==> config.mk <==
export PLATFORM = sky130hd
export DESIGN_NAME = ring_leader_election_node
export DESIGN_NICKNAME = d
export VERILOG_FILES = /design/src/hw/rtl/rle_pkg.sv /design/src/hw/rtl/rle_front.sv /design/src/hw/rtl/rle_queue.sv /design/src/hw/rtl/rle_back.sv /design/src/hw/rtl/ring_leader_election_node.sv
export SDC_FILE = /design/constraint.sdc
export NUM_CORES = 1
export LEC_CHECK = 0
export ABC_AREA = 1
export BUFFER_PORTS_ARGS = -buffer_cell sky130_fd_sc_hd__buf_2
export CORE_MARGIN = 2
export CORE_UTILIZATION = 50
export DETAILED_ROUTE_END_ITERATION = 12
export PLACE_DENSITY = 0.79
export SLEW_MARGIN = 20
export SYNTH_ARGS = -nofsm -noshare
export SYNTH_HDL_FRONTEND = slang
export SYNTH_SLANG_ARGS = --single-unit
==> constraint.sdc <==
create_clock -name clk -period 6.75 [get_ports clk]
set_clock_uncertainty 0.05 [all_clocks]
set_input_delay 0 -clock clk [delete_from_list [all_inputs] [get_ports clk]]
set_output_delay 0 -clock clk [all_outputs]
set_load 0.02 [all_outputs]
==> src/hw/rtl/rle_pkg.sv <==
package rle_pkg;

	// message opcodes on the input side, message types on the output side
	localparam logic [1:0] OP_START = 2'd0;
	localparam logic [1:0] OP_M1    = 2'd1;
	localparam logic [1:0] OP_M2    = 2'd2;
	localparam logic [1:0] OP_ELECT = 2'd3;

	localparam logic [1:0] MSG_NONE  = 2'd0;
	localparam logic [1:0] MSG_M1    = 2'd1;
	localparam logic [1:0] MSG_M2    = 2'd2;
	localparam logic [1:0] MSG_ELECT = 2'd3;

	// node modes
	localparam logic [1:0] MODE_ACTIVE  = 2'd0;
	localparam logic [1:0] MODE_WAITING = 2'd1;
	localparam logic [1:0] MODE_PASSIVE = 2'd2;
	localparam logic [1:0] MODE_DONE    = 2'd3;

	// field widths
	localparam int PID_W   = 16;
	localparam int PHASE_W = 4;
	localparam int CNT_W   = 16;

	// queue between front and back
	localparam int QUEUE_DEPTH = 2;
	localparam int QPTR_W      = 1;
	localparam int QCNT_W      = 2;

	typedef struct packed {
		logic [1:0]         op;
		logic [PID_W-1:0]   msg_pid;
		logic [PHASE_W-1:0] msg_phase;
		logic [CNT_W-1:0]   msg_counter;
	} item_t;

	typedef struct packed {
		logic               send_valid;
		logic [1:0]         send_type;
		logic [PID_W-1:0]   send_pid;
		logic [PHASE_W-1:0] send_phase;
		logic [CNT_W-1:0]   send_counter;
		logic               is_leader;
		logic               finished;
		logic               protocol_error;
	} result_t;

	// classified message handed from front to back
	typedef struct packed {
		logic [1:0]         op;
		logic               own;
		logic [PID_W-1:0]   pid;
		logic [PHASE_W-1:0] phase;
		logic [CNT_W-1:0]   counter;
	} cmd_t;

	typedef struct packed {
		logic full;
		logic empty;
	} q_status_t;

endpackage

==> src/hw/rtl/rle_front.sv <==
module rle_front import rle_pkg::*; #(
	parameter int ID_BITS = 16
) (
	input  logic             clk,
	input  logic             arst_n,
	input  logic             item_valid,
	output logic             item_stall,
	input  item_t            item,
	input  logic [PID_W-1:0] node_id,
	input  q_status_t        q_status,
	output logic             push,
	output cmd_t             push_cmd
);

	localparam int IdW = (ID_BITS < PID_W) ? ID_BITS : PID_W;
	localparam logic [PID_W-1:0] IdMask = PID_W'((17'(1) << IdW) - 17'(1));

	logic       valid_s1;
	cmd_t       cmd_s1;
	cmd_t       cmd_d;
	logic       accept;
	logic [PID_W-1:0] pid_m;

	// classify the incoming message
	always_comb begin
		pid_m          = item.msg_pid & IdMask;
		cmd_d.op       = item.op;
		cmd_d.pid      = pid_m;
		cmd_d.own      = (pid_m == (node_id & IdMask));
		cmd_d.phase    = item.msg_phase;
		cmd_d.counter  = item.msg_counter;
	end

	// handshake toward the queue
	assign push       = valid_s1 && !q_status.full;
	assign item_stall = valid_s1 && q_status.full;
	assign accept     = item_valid && !item_stall;
	assign push_cmd   = cmd_s1;

	// front stage register
	always_ff @(posedge clk or negedge arst_n) begin
		if (!arst_n) begin
			valid_s1 <= 1'b0;
		end else if (accept) begin
			valid_s1 <= 1'b1;
		end else if (push) begin
			valid_s1 <= 1'b0;
		end
	end

	always_ff @(posedge clk) begin
		if (accept) begin
			cmd_s1 <= cmd_d;
		end
	end

endmodule

==> src/hw/rtl/rle_queue.sv <==
module rle_queue import rle_pkg::*; (
	input  logic      clk,
	input  logic      arst_n,
	input  logic      push,
	input  cmd_t      push_cmd,
	input  logic      pop,
	output cmd_t      pop_cmd,
	output q_status_t q_status
);

	cmd_t              entry_q [QUEUE_DEPTH];
	logic [QPTR_W-1:0] wr_ptr_q;
	logic [QPTR_W-1:0] rd_ptr_q;
	logic [QCNT_W-1:0] count_q;

	assign q_status.full  = (count_q == QCNT_W'(QUEUE_DEPTH));
	assign q_status.empty = (count_q == '0);
	assign pop_cmd        = entry_q[rd_ptr_q];

	// pointers and fill count
	always_ff @(posedge clk or negedge arst_n) begin
		if (!arst_n) begin
			wr_ptr_q <= '0;
			rd_ptr_q <= '0;
			count_q  <= '0;
		end else begin
			if (push) begin
				wr_ptr_q <= wr_ptr_q + 1'b1;
			end
			if (pop) begin
				rd_ptr_q <= rd_ptr_q + 1'b1;
			end
			if (push && !pop) begin
				count_q <= count_q + 1'b1;
			end else if (pop && !push) begin
				count_q <= count_q - 1'b1;
			end
		end
	end

	// entry storage
	always_ff @(posedge clk) begin
		if (push) begin
			entry_q[wr_ptr_q] <= push_cmd;
		end
	end

endmodule

==> src/hw/rtl/rle_back.sv <==
module rle_back import rle_pkg::*; #(
	parameter int ID_BITS    = 16,
	parameter int PHASE_BITS = 4
) (
	input  logic             clk,
	input  logic             arst_n,
	input  logic [PID_W-1:0] node_id,
	input  q_status_t        q_status,
	output logic             pop,
	input  cmd_t             pop_cmd,
	output logic             result_valid,
	input  logic             result_stall,
	output result_t          result
);

	localparam int IdW = (ID_BITS < PID_W) ? ID_BITS : PID_W;
	localparam logic [PHASE_BITS-1:0] PhaseMax = '1;

	logic [1:0]            mode_q;
	logic [IdW-1:0]        best_q;
	logic [PHASE_BITS-1:0] phase_q;
	logic                  res_valid_q;
	result_t               res_q;

	logic [1:0]            mode_d;
	logic [IdW-1:0]        best_d;
	logic [PHASE_BITS-1:0] phase_d;
	result_t               res_d;

	logic [IdW-1:0]        me;
	logic [IdW-1:0]        pid;
	logic [PHASE_BITS-1:0] ph_inc;
	logic [PHASE_BITS-1:0] mph_sat;
	logic [CNT_W-1:0]      cnt_new;

	assign me  = node_id[IdW-1:0];
	assign pid = pop_cmd.pid[IdW-1:0];

	// phase arithmetic
	always_comb begin
		ph_inc  = (phase_q == PhaseMax) ? phase_q : phase_q + 1'b1;
		mph_sat = (6'(pop_cmd.phase) > 6'(PhaseMax)) ? PhaseMax
			: PHASE_BITS'(pop_cmd.phase);
		cnt_new = (6'(ph_inc) >= 6'd16) ? {CNT_W{1'b1}} : (CNT_W'(1) << ph_inc);
	end

	// execute one message against the node state
	always_comb begin
		mode_d  = mode_q;
		best_d  = best_q;
		phase_d = phase_q;
		res_d   = '0;
		if (mode_q == MODE_DONE) begin
			res_d.finished = 1'b1;
		end else if (pop_cmd.op == OP_START) begin
			best_d             = me;
			phase_d            = '0;
			mode_d             = MODE_ACTIVE;
			res_d.send_valid   = 1'b1;
			res_d.send_type    = MSG_M1;
			res_d.send_pid     = PID_W'(me);
			res_d.send_counter = CNT_W'(1);
		end else if (pop_cmd.op == OP_ELECT) begin
			mode_d           = MODE_DONE;
			res_d.send_valid = 1'b1;
			res_d.send_type  = MSG_ELECT;
			res_d.send_pid   = PID_W'(pid);
			res_d.is_leader  = pop_cmd.own;
			res_d.finished   = 1'b1;
		end else if (pop_cmd.own) begin
			// own id came back around the ring
			res_d.send_valid = 1'b1;
			res_d.send_type  = MSG_ELECT;
			res_d.send_pid   = PID_W'(me);
		end else if (mode_q == MODE_ACTIVE) begin
			if (pop_cmd.op != OP_M1) begin
				res_d.protocol_error = 1'b1;
			end else if (pid > best_q) begin
				best_d = pid;
				mode_d = MODE_WAITING;
			end else begin
				mode_d           = MODE_PASSIVE;
				res_d.send_valid = 1'b1;
				res_d.send_type  = MSG_M2;
				res_d.send_pid   = PID_W'(best_q);
			end
		end else if (mode_q == MODE_WAITING && pop_cmd.op == OP_M2) begin
			res_d.protocol_error = (pid != best_q);
			phase_d              = ph_inc;
			mode_d               = MODE_ACTIVE;
			res_d.send_valid     = 1'b1;
			res_d.send_type      = MSG_M1;
			res_d.send_pid       = PID_W'(best_q);
			res_d.send_phase     = PHASE_W'(ph_inc);
			res_d.send_counter   = cnt_new;
		end else begin
			// passive relay, a waiting node drops to passive first
			mode_d = MODE_PASSIVE;
			if (pop_cmd.op == OP_M1) begin
				res_d.send_valid = 1'b1;
				res_d.send_type  = MSG_M1;
				res_d.send_pid   = PID_W'(pid);
				res_d.send_phase = pop_cmd.phase;
				if (pid >= best_q && pop_cmd.counter != '0) begin
					best_d = pid;
					if (pop_cmd.counter > CNT_W'(1)) begin
						res_d.send_counter = pop_cmd.counter - 1'b1;
					end else begin
						mode_d  = MODE_WAITING;
						phase_d = mph_sat;
					end
				end
			end else if (pid >= best_q) begin
				res_d.send_valid = 1'b1;
				res_d.send_type  = MSG_M2;
				res_d.send_pid   = PID_W'(pid);
			end
		end
	end

	// take a queued message whenever the output register frees up
	assign pop          = !q_status.empty && (!res_valid_q || !result_stall);
	assign result_valid = res_valid_q;
	assign result       = res_q;

	// node state and output valid
	always_ff @(posedge clk or negedge arst_n) begin
		if (!arst_n) begin
			mode_q      <= MODE_ACTIVE;
			best_q      <= '0;
			phase_q     <= '0;
			res_valid_q <= 1'b0;
		end else if (pop) begin
			mode_q      <= mode_d;
			best_q      <= best_d;
			phase_q     <= phase_d;
			res_valid_q <= 1'b1;
		end else if (!result_stall) begin
			res_valid_q <= 1'b0;
		end
	end

	// output payload
	always_ff @(posedge clk) begin
		if (pop) begin
			res_q <= res_d;
		end
	end

endmodule

==> src/hw/rtl/ring_leader_election_node.sv <==
// channel  | signals                      | direction | beat when
// ---------+------------------------------+-----------+---------------------------
// item     | item_valid, item_stall, item | in        | item_valid && !item_stall
// result   | result_valid, result_stall,  | out       | result_valid && !result_stall
//          | result                       |           |
// cfg      | cfg_valid, cfg_ready,        | in        | cfg_valid && cfg_ready
//          | cfg_data (node id)           |           |
//
// one item per cycle while result_stall is low; a result passes the front stage
// register, a queue entry and the output register, loaded along with the node state
// a 2-entry queue lets the front keep taking items while the result side stalls
// arst_n clears the node to active mode with best id, phase and node id at zero
// cfg is always ready and must be written while no item is in flight (not enforced)
module ring_leader_election_node import rle_pkg::*; #(
	parameter int ID_BITS    = 16,
	parameter int PHASE_BITS = 4
) (
	input  logic             clk,
	input  logic             arst_n,
	input  logic             item_valid,
	output logic             item_stall,
	input  item_t            item,
	output logic             result_valid,
	input  logic             result_stall,
	output result_t          result,
	input  logic             cfg_valid,
	output logic             cfg_ready,
	input  logic [PID_W-1:0] cfg_data
);

	logic [PID_W-1:0] node_id_q;
	q_status_t        q_status;
	logic             push;
	logic             pop;
	cmd_t             push_cmd;
	cmd_t             pop_cmd;

	// node id register
	assign cfg_ready = 1'b1;

	always_ff @(posedge clk or negedge arst_n) begin
		if (!arst_n) begin
			node_id_q <= '0;
		end else if (cfg_valid && cfg_ready) begin
			node_id_q <= cfg_data;
		end
	end

	// accept and classify
	rle_front #(
		.ID_BITS (ID_BITS)
	) u_front (
		.clk        (clk),
		.arst_n     (arst_n),
		.item_valid (item_valid),
		.item_stall (item_stall),
		.item       (item),
		.node_id    (node_id_q),
		.q_status   (q_status),
		.push       (push),
		.push_cmd   (push_cmd)
	);

	// decoupling queue
	rle_queue u_queue (
		.clk      (clk),
		.arst_n   (arst_n),
		.push     (push),
		.push_cmd (push_cmd),
		.pop      (pop),
		.pop_cmd  (pop_cmd),
		.q_status (q_status)
	);

	// protocol execution
	rle_back #(
		.ID_BITS    (ID_BITS),
		.PHASE_BITS (PHASE_BITS)
	) u_back (
		.clk          (clk),
		.arst_n       (arst_n),
		.node_id      (node_id_q),
		.q_status     (q_status),
		.pop          (pop),
		.pop_cmd      (pop_cmd),
		.result_valid (result_valid),
		.result_stall (result_stall),
		.result       (result)
	);

endmodule

# Word level (Yosys, flattened, before mapping)
# Memory sizes are Yosys's and may differ from the RTL's.
# Cells that the tools add are included.
dict set report word_totals {
  register_bits 125
  mem_bits_rw 78
  input_bits 59
  out_inout_bits 45
  elab_cells 149
  memories 1
}
dict set report classes {
  add_sub_neg 6
  n_lt_le_gt_ge 3
  eq_ne 20
  shift 1
  n_mux 59
  bitwise 2
  n_reduce_logical 33
}
# name words width read_ports rd_ports_with_merged_regs wr line
set memory_table {}
lappend memory_table {u_queue.entry_q 2 39 1 0 1 rle_queue.sv:11} ;# cmd_t entry_q [QUEUE_DEPTH];
# op n
set ops {}
lappend ops {{2-to-1 mux 16 bit} 11}
lappend ops {{2-to-1 mux 19 bit} 8}
lappend ops {{2-to-1 mux 39 bit} 1}
lappend ops {{2-to-1 mux 4 bit} 9}
lappend ops {{2-to-1 mux 2 bit} 13}
lappend ops {{2-to-1 mux 20 bit} 1}
lappend ops {{== test 16 bit} 1}
lappend ops {{greater-or-equal comparator 16 bit} 1}
lappend ops {{greater-than comparator 16 x 1 -> 1 bit (second input constant)} 1}
lappend ops {{greater-than comparator 16 bit} 1}
lappend ops {{2-to-1 mux 1 bit} 16}
lappend ops {{inequality test 16 bit} 1}
lappend ops {{nonzero test 16 bit} 1}
lappend ops {{left shift 1 x 4 -> 16 bit (first input constant)} 1}
lappend ops {{subtractor 16 x 1 -> 16 bit (second input constant)} 1}
lappend ops {{nonzero test 3 bit} 4}
lappend ops {{AND reduction 9 bit} 1}
lappend ops {{== test 2 bit (second input constant)} 4}
lappend ops {{logical AND 1 bit} 8}
lappend ops {{inequality test 2 x 1 -> 1 bit (second input constant)} 4}
lappend ops {{AND reduction 8 bit} 1}
lappend ops {{logical NOT 1 bit} 7}
lappend ops {{logical NOT 2 bit} 3}
lappend ops {{inequality test 3 x 1 -> 1 bit (second input constant)} 2}
lappend ops {{other kinds (18)} 23}

# Logic depth before layout (Yosys ltp)
# Gate-level depths: netlist of the first run.
# An unclocked memory read counts as a cell.
dict set report logic_depth {
  word_depth 10
  mapped_depth 24
  ltp_nobuf 20
}

# Cells and area by module
# A second synthesis of the first run with hierarchy kept.
dict set report unflattened {
  hier_cells 1029
  hier_area_um2 10246.1
}
# module instances cells_each area_each_um2 seq_area_each_um2
set modules_own_cells {}
lappend modules_own_cells {rle_back 1 715 5088.6 1836.8}
lappend modules_own_cells {rle_queue 1 146 3032.9 2442.3}
lappend modules_own_cells {rle_front 1 98 1468.9 1196.1}
lappend modules_own_cells {ring_leader_election_node 1 70 655.6 400.4}

# Worst setup path after synthesis of the first run
# Ideal clock, no wire load.
dict set report synth_path {
  path_type {register to register}
  from {register u_queue.rd_ptr_q}
  to {register u_back.res_q, in the netlist u_back.result[34], data pin}
  setup_time_ns 0.256
  arrival_time_ns 2.767
  required_time_ns 6.444
  path_slack_ns 3.677
  stages_incl_launch_ff 20
  path_buffers 4
  period_less_slack_ns 3.073
  path_cell_list {dfrtp_1 buf_6 inv_4 buf_6 clkbuf_1 or2_2 o21ai_0 inv_1 ha_1 nand2_1 nor2_1 nor3b_1 nand2_1 nand2_1 nand2_1 nand3_1 buf_2 nor2_1 o21ai_0 nand2_1}
}
dict set report synth_via {
  elab_chain_len 9
  elab_cells_between_ends 18
  classes_between {2 x order compare; 4 x eq/ne; 9 x mux; 2 x reduce/logical; 1 x memory}
}
# element line
set synth_lines {}
lappend synth_lines {{start, declared} rle_queue.sv:13} ;# logic [QPTR_W-1:0] rd_ptr_q;
lappend synth_lines {{start signal, assigned} rle_queue.sv:31} ;# rd_ptr_q <= rd_ptr_q + 1'b1;
lappend synth_lines {{memory read (2 x 39 bit) (*)} n/a}
lappend synth_lines {{greater-or-equal comparator 16 bit} rle_back.sv:113} ;# end else if (pid >= best_q) begin
lappend synth_lines {{2-to-1 mux 19 bit} rle_back.sv:113}
lappend synth_lines {{2-to-1 mux 19 bit} rle_back.sv:99} ;# if (pop_cmd.op == OP_M1) begin
lappend synth_lines {{2-to-1 mux 39 bit} rle_back.sv:87} ;# end else if (mode_q == MODE_WAITING && pop_cmd.op == OP_M2) begin
lappend synth_lines {{2-to-1 mux 19 bit} rle_back.sv:75} ;# end else if (mode_q == MODE_ACTIVE) begin
lappend synth_lines {{2-to-1 mux 19 bit} rle_back.sv:70} ;# end else if (pop_cmd.own) begin
lappend synth_lines {{2-to-1 mux 19 bit} rle_back.sv:63} ;# end else if (pop_cmd.op == OP_ELECT) begin
lappend synth_lines {{2-to-1 mux 19 bit (*)} rle_back.sv:55} ;# end else if (pop_cmd.op == OP_START) begin
lappend synth_lines {{end signal, assigned} rle_back.sv:146} ;# res_q <= res_d;
lappend synth_lines {{end, declared} rle_back.sv:23} ;# result_t res_q;
# Mark *: on every way between the ends. The rest lies on a longest branch, timed or not.
# A chain may end at the register's enable or synchronous reset.

# Worst setup path after layout of the first run
dict set report layout_path {
  from {register u_queue.rd_ptr_q}
  to {register u_back.phase_q[0]}
}
dict set report layout_via {
  elab_chain_len 9
  elab_cells_between_ends 25
  classes_between {2 x order compare; 7 x eq/ne; 8 x mux; 7 x reduce/logical; 1 x memory}
}
# element line
set layout_lines {}
lappend layout_lines {{memory read (2 x 39 bit) (*)} n/a}
lappend layout_lines {{branches (longest 8 deep; another with greater-or-equal comparator 16 bit)} n/a}
lappend layout_lines {{end signal, assigned} rle_back.sv:136} ;# phase_q <= phase_d;
lappend layout_lines {{end, declared} rle_back.sv:21} ;# logic [PHASE_BITS-1:0] phase_q;
# Mark *: on every way between the ends. The select of a mux whose other input is x is not followed.

==> results.md, run 1 <==
* Vias in the first global route at 7513
* Worst slack, placed at 2.20 ns
* Worst setup path startpoint: u_queue.rd_ptr_q
* Final wirelength at 25.2 mm
* Power density cells at 492 mW/mm2
* Worst setup EP type: flip-flop
* Area leader, netlist: edfxtp_1
* Crit start category: flip-flop
* GP Congestion at 0.946
* Vias per cell at 5.25
* DRC violations left at 0
* Outcome: finished, violations left
* Die Width at 146 um
* Setup CP Type: reg2reg
* Total power at 6.10 mW
* Crit path DAT at 5.01 ns
* Via count at 7876
* Final Slew Violations at 0
* First-pass GRT wire length at 39.4 mm
* Worst Tran Pin Value at 0.957 ns
* Row count at 51
* Reg-to-Reg Start: u_queue.rd_ptr_q
* Routed len/inst at 16.8 um
* Clock transition at path regs at 0.07 ns
* VDD IR max at 0.000271 V
* DRT iter0 DRCs at 835
* Number of synthesized flops with an enable pin at 159
* Fin crit share at 0.689
* Mean area per synthesized cell at 9.72 um2
* Die height at 146 um
* Worst skew pair latency at 0.51 ns
* Clock Tree Buf Depth at 3
* Layout overhead on the synthesized area at 23.3%
* Slew HR at 0.360
* Fin area at 0.0124 mm2
* Leakage power at 5.27 nW
* Remaining Overflow, GRT at 0
* Detail Route Antenna Nets at 0
* Starting Density at 0.514
* Highest clock rate at 215 MHz
* DP HPWL at 16.5 mm
* Failing checks: negative hold slack
* CTS Sinks at 203
* Pin count of the biggest net entering global routing at 46
* Cell with the most instances after synthesis: nand2_1
* Final cell count without fillers at 1500
* Setup repair after global routing missed its margin: no
* DR pass1 iterations at 5
* Setup TNS at 0 ns
* Final core utilization at 0.633
* Yosys warns at 0
* H-tree Lvls at 1
* CTS Buf Count at 21
* Min setup slack post-route at 2.10 ns
* Period minus WS final at 4.65 ns
* Port bufs at 102
* Gr usage total at 0.234
* Post-synth top flop: edfxtp_1
* Initial antenna violation count at 1
* Post-synth cell types at 49
* Layout cells sized above 1 at 0.181
* Synthesis-stage register bit count at 203
* Worst min path class: in2async
* Root Driver: clkbuf_16
* Asr flop ratio synth at 0.217
* CTS tree: built
* Mapped Nets at 1120
* # Max-Cap Violations at 0
* IO Count at 104
* Core area at 0.0196 mm2
* Yosys top cell area share at 0.474
* Total Nets Final at 1304
* Hold Vio Cnt, Final at 5
* Most frequent cells after synthesis: nand2_1, edfxtp_1, inv_1, o21ai_0, nand3_1
* CP required at 7.11 ns
* Crit Path Max Fanout at 33
* Post-DP Area at 0.0108 mm2
* Synth Instances at 1035
* Synth area leaders: edfxtp_1, dfrtp_1, nand2_1
* WHS at -0.00577 ns
* Placed cells at 1373
* Count of final setup violators at 0
* Setup Buffers After CTS at 0
* Netlist Area Pre-Place at 0.0101 mm2
* Seq/Total Area, Yosys at 0.584
* Die area at 0.0213 mm2
==> area by class of cell <==
class,count,area [um2]
Multi-Input combinational cell,683,3580
Fill cell,1551,7180
Clock inverter,16,179
Clock buffer,22,529
Tap cell,265,332
Inverter,113,427
Sequential cell,203,5880
Timing Repair Buffer,197,1480
Antenna cell,1,2.50
==> registers in the layout (all words and copies together) (netlist names) <==
| register | flops |
|---|---|
| u_front.push_cmd | 39 |
| u_back.result | 42 |
| u_back.best_q | 16 |
| node_id_q | 16 |
| u_queue.wr_ptr_q | 1 |
| u_front.valid_s1 | 1 |
| u_back.result_valid | 1 |
| u_queue.rd_ptr_q | 1 |
| u_back.phase_q | 4 |
| u_queue.count_q | 2 |
| u_back.mode_q | 2 |
| u_queue.entry_q | 78 |
==> worst paths after layout <==
kind	end	slack, ns	cells after the start
worst max-delay path	u_back.phase_q[0]	2.10	13
worst min-delay path	u_back.mode_q[0]	-0.006	2
worst max register to register	u_back.phase_q[0]	2.10	13
worst min register to register	u_queue.entry_q[0][21]	0.39	0
max in group asynchronous	u_front.valid_s1	6.24	2
min in group clk	u_front.push_cmd[15]	0.15	2
==> kinds of logic after synthesis <==
family	synth area share
AND/OR/NAND/NOR	0.222
flip-flops	0.584
buffers and inverters	0.0614
AO/OA/AOI/OAI	0.0792
adder cells (fa/ha/maj)	0.0323
XOR/XNOR	0.0200
other	0.000373
multiplexers	0.000995
==> worst max-delay path, stage by stage (launching register included) <==
cell and delay, ns:
dfrtp_1 0.78, buf_4 0.43, inv_4 0.21, or2_2 0.32, o21ai_0 0.18, inv_1 0.13
ha_1 0.23, inv_1 0.54, nand2_1 0.22, nor3_4 0.82, a21boi_4 0.35, nand2_1 0.13
nand2_1 0.09, nand2_1 0.05
==> per-layer routing <==
layer	GRT usage	vias up	routed length, um
met5	0	-	0
met4	0.0745	0	735
met2	0.367	355	11300
met1	0.333	3643	11000
li1	-	3824	-
met3	0.0408	54	2090
==> what timing repair did <==
action                    4_1_cts  5_1_grt
hold buffers                   87        0
resized for setup               0        0
hold endpoints to repair      101        0
==> cell usage in the layout, fill, tap and decap left out, types with 3 or more instances in the layout <==
cell,synthesis,routed
o22ai_1,16,16
clkinvlp_4,0,4
buf_2,5,101
xnor2_1,16,16
clkinv_1,2,3
nor2_1,63,61
nand3_1,66,66
inv_6,0,3
o21ai_0,77,77
nor2_4,4,6
dfrtp_1,44,44
clkinv_2,0,4
nand3b_1,3,3
ha_1,26,26
clkbuf_16,0,21
or2_2,26,26
inv_1,108,108
nand2_1,262,262
dlygate4sd3_1,0,87
nor2_2,5,5
nand2_2,21,21
a21oi_1,29,29
nor3_1,10,10
nand4_1,16,16
o21ai_2,5,5
bufinv_16,0,3
buf_4,2,7
edfxtp_1,159,159
xor2_1,7,7
o21ai_1,7,7
==> report_power, final <==
| part | leakage [nW] | switching [mW] | internal, mW |
|---|---|---|---|
| combinational | 2.87 | 1.95 | 0.863 |
| clock | 0.338 | 0.506 | 0.694 |
| sequential | 2.06 | 0.199 | 1.89 |
| total | 5.27 | 2.66 | 3.44 |
No activity file was read; power rests on OpenSTA's default activity.
==> run 2: changes to the inputs <==
Settings changed: PLACE_DENSITY 0.79 to 0.82.
Clock period 6.75 ns to 3.77 ns, I/O delays scaled along.
==> run 2 against run 1 <==
Compared with the run above:
- the run now ends clean
- cell count is 0.47% higher
- hold slack gained 0.023 ns
- sequential share of layout area fell by 0.38 points
- fmax is 32% higher
- worst setup slack worse by 1.9 ns
- combinational power up 85%
- highest routed layer unchanged
==> results.md, run 2 (same netlist as run 1, synthesis figures left out) <==
* R2R setup slack at 0.24 ns
* Most common cell after layout, fill and taps aside: nand2_1
* End of the critical path: u_back.best_q[3]
* Die height at 146 um
* Die Width at 146 um
* Count of final setup violators at 0
* Vias per cell at 5.30
* Total Nets Final at 1312
* Worst Tran Pin Value at 0.750 ns
* First-pass GRT wire length at 40.3 mm
* Layout overhead on the synthesized area at 24.3%
* Clock transition at path regs at 0.07 ns
* DR pass1 iterations at 5
* Layout cells sized above 1 at 0.193
* Clock Tree Buf Depth at 3
* Port bufs at 102
* Reg-to-Reg Start: u_queue.rd_ptr_q
* Total power at 11.2 mW
* CTS Buf Count at 21
* Setup CP Type: reg2reg
* Slew HR at 0.498
* Root Driver: clkbuf_16
* Crit path top cell by count: nand2_1
* CP required at 4.11 ns
* Power density cells at 894 mW/mm2
* Core area at 0.0196 mm2
* # Max-Cap Violations at 0
* GP Congestion at 0.988
* Critical path, cell by cell: inv_4, buf_4, or2_2, o21ai_0, inv_1, ha_1, nand2_1, inv_1, nand3_1, nor2_1, nand2_1, nand3_1, nand2_4, nand2_2, nand3_2, nand2_4, nand2_8, nand2_1, nand2_1
* Worst setup path startpoint: u_queue.rd_ptr_q
* Pin count of the biggest net entering global routing at 45
* R2R cell count at 19
* Outcome: complete, no violations
* Biggest register: u_queue.entry_q
* Final Slew Violations at 0
* DRC violations left at 0
* Period minus WS final at 3.53 ns
* Slowest cell on the critical path: dfrtp_2
* VDD IR max at 0.000534 V
* Row count at 51
* Routed len/inst at 16.9 um
* Number of diodes at 0
* Via count at 7984
* Die area at 0.0213 mm2
* Leakage power at 5.35 nW
* Crit Path Max Fanout at 19
* Vias in the first global route at 7635
* DP HPWL at 16.9 mm
* Setup TNS at 0 ns
* Worst skew pair latency at 0.51 ns
* Starting Density at 0.514
* RR Endpoint: u_back.best_q[3]
* H-tree Lvls at 1
* Fin crit share at 0.937
* Highest clock rate at 283 MHz
* Final wirelength at 25.5 mm
* DRT iter0 DRCs at 852
* Hold Vio Cnt, Final at 0
* CTS tree: built
* Max stage delay on crit path at 0.51 ns
* Remaining Overflow, GRT at 0
* Largest register FFs at 78
* Worst min path class: in2reg
* CTS Sinks at 203
* Crit path DAT at 3.87 ns
* Detail Route Antenna Nets at 0
* Gr usage total at 0.237
* Worst setup EP type: flip-flop
* IO Count at 104
* Setup repair after global routing missed its margin: no
* Most frequent cells in the layout: nand2_1, edfxtp_1, inv_1
* Initial antenna violation count at 0
* Crit start category: flip-flop
[run 2: cell types whose count changed in the layout (fill, tap and decap cells not counted), sizes merged]
cell	change
inv	+1
clkbuf	+1
diode	-1
buf	+12
clkinvlp	-3
bufinv	+1
dlygate4sd3	-4
[run 2: critical path: cells and delay by family (launching register included)]
| family | cells | cell delay [ns] |
|---|---|---|
| compound gates | 1 | 0.17 |
| fa+ha+maj | 1 | 0.31 |
| buf+inv | 4 | 0.56 |
| flops | 1 | 0.51 |
| simple gates | 13 | 1.80 |
[run 2: how the worst min path moves through the flow]
stage | from | endpoint | slack, ns | cells past startpoint
3_3_place_gp | arst_n | u_back.best_q[13] | 0.08 | 2
2_1_floorplan | arst_n | node_id_q[0] | -0.35 | 0
4_1_cts | cfg_valid | node_id_q[9] | 0.0006 | 3
3_5_place_dp | arst_n | u_back.best_q[13] | 0.09 | 2
5_1_grt | cfg_valid | node_id_q[0] | 0.02 | 2
6_report | cfg_valid | node_id_q[0] | 0.02 | 2
[run 2: cell type report]
type                       instances  area (um2)
timing repair buffer             205        1520
sequential                       203        5880
clock buffer                      23         564
inverter                         113         427
multi-input combinational        683        3600
tap                              265         332
fill                            1524        7080
clock inverter                    15         193
[run 2: timing repair]
action	in CTS	in global routing
resized for setup	0	4
hold endpoints to repair	101	0
hold buffers	83	0
setup buffers	0	0
setup endpoints to repair	0	42
[run 2: layer usage]
layer,global-route usage,vias to the layer above,wire [um]
met2,0.366,408,11300
met5,0,-,0
li1,-,3834,-
met1,0.344,3678,11000
met3,0.0423,64,2440
met4,0.0760,0,747
[run 2: stage by stage]
| stage | area [um2] | std cells | util | setup slack (ns) | hold slack (ns) |
|---|---|---|---|---|---|
| 2_1_floorplan | 10100 | 1035 | - | 0.697 | -0.346 |
| 3_3_place_gp | 10900 | 1384 | 0.555 | 0.223 | 0.0801 |
| 3_5_place_dp | 10900 | 1384 | 0.555 | 0.146 | 0.0939 |
| 4_1_cts | 12500 | 1505 | 0.636 | 0.120 | 0.000607 |
| 5_1_grt | 12500 | 1507 | 0.639 | 0.0791 | 0.0243 |
| 6_report | 12500 | 1507 | 0.639 | 0.238 | 0.0171 |
[run 2: where the power goes]
part           total (mW)  switching, mW  internal (mW)
clock                2.26          0.888           1.37
combinational        5.20           3.57           1.63
sequential           3.73          0.353           3.38
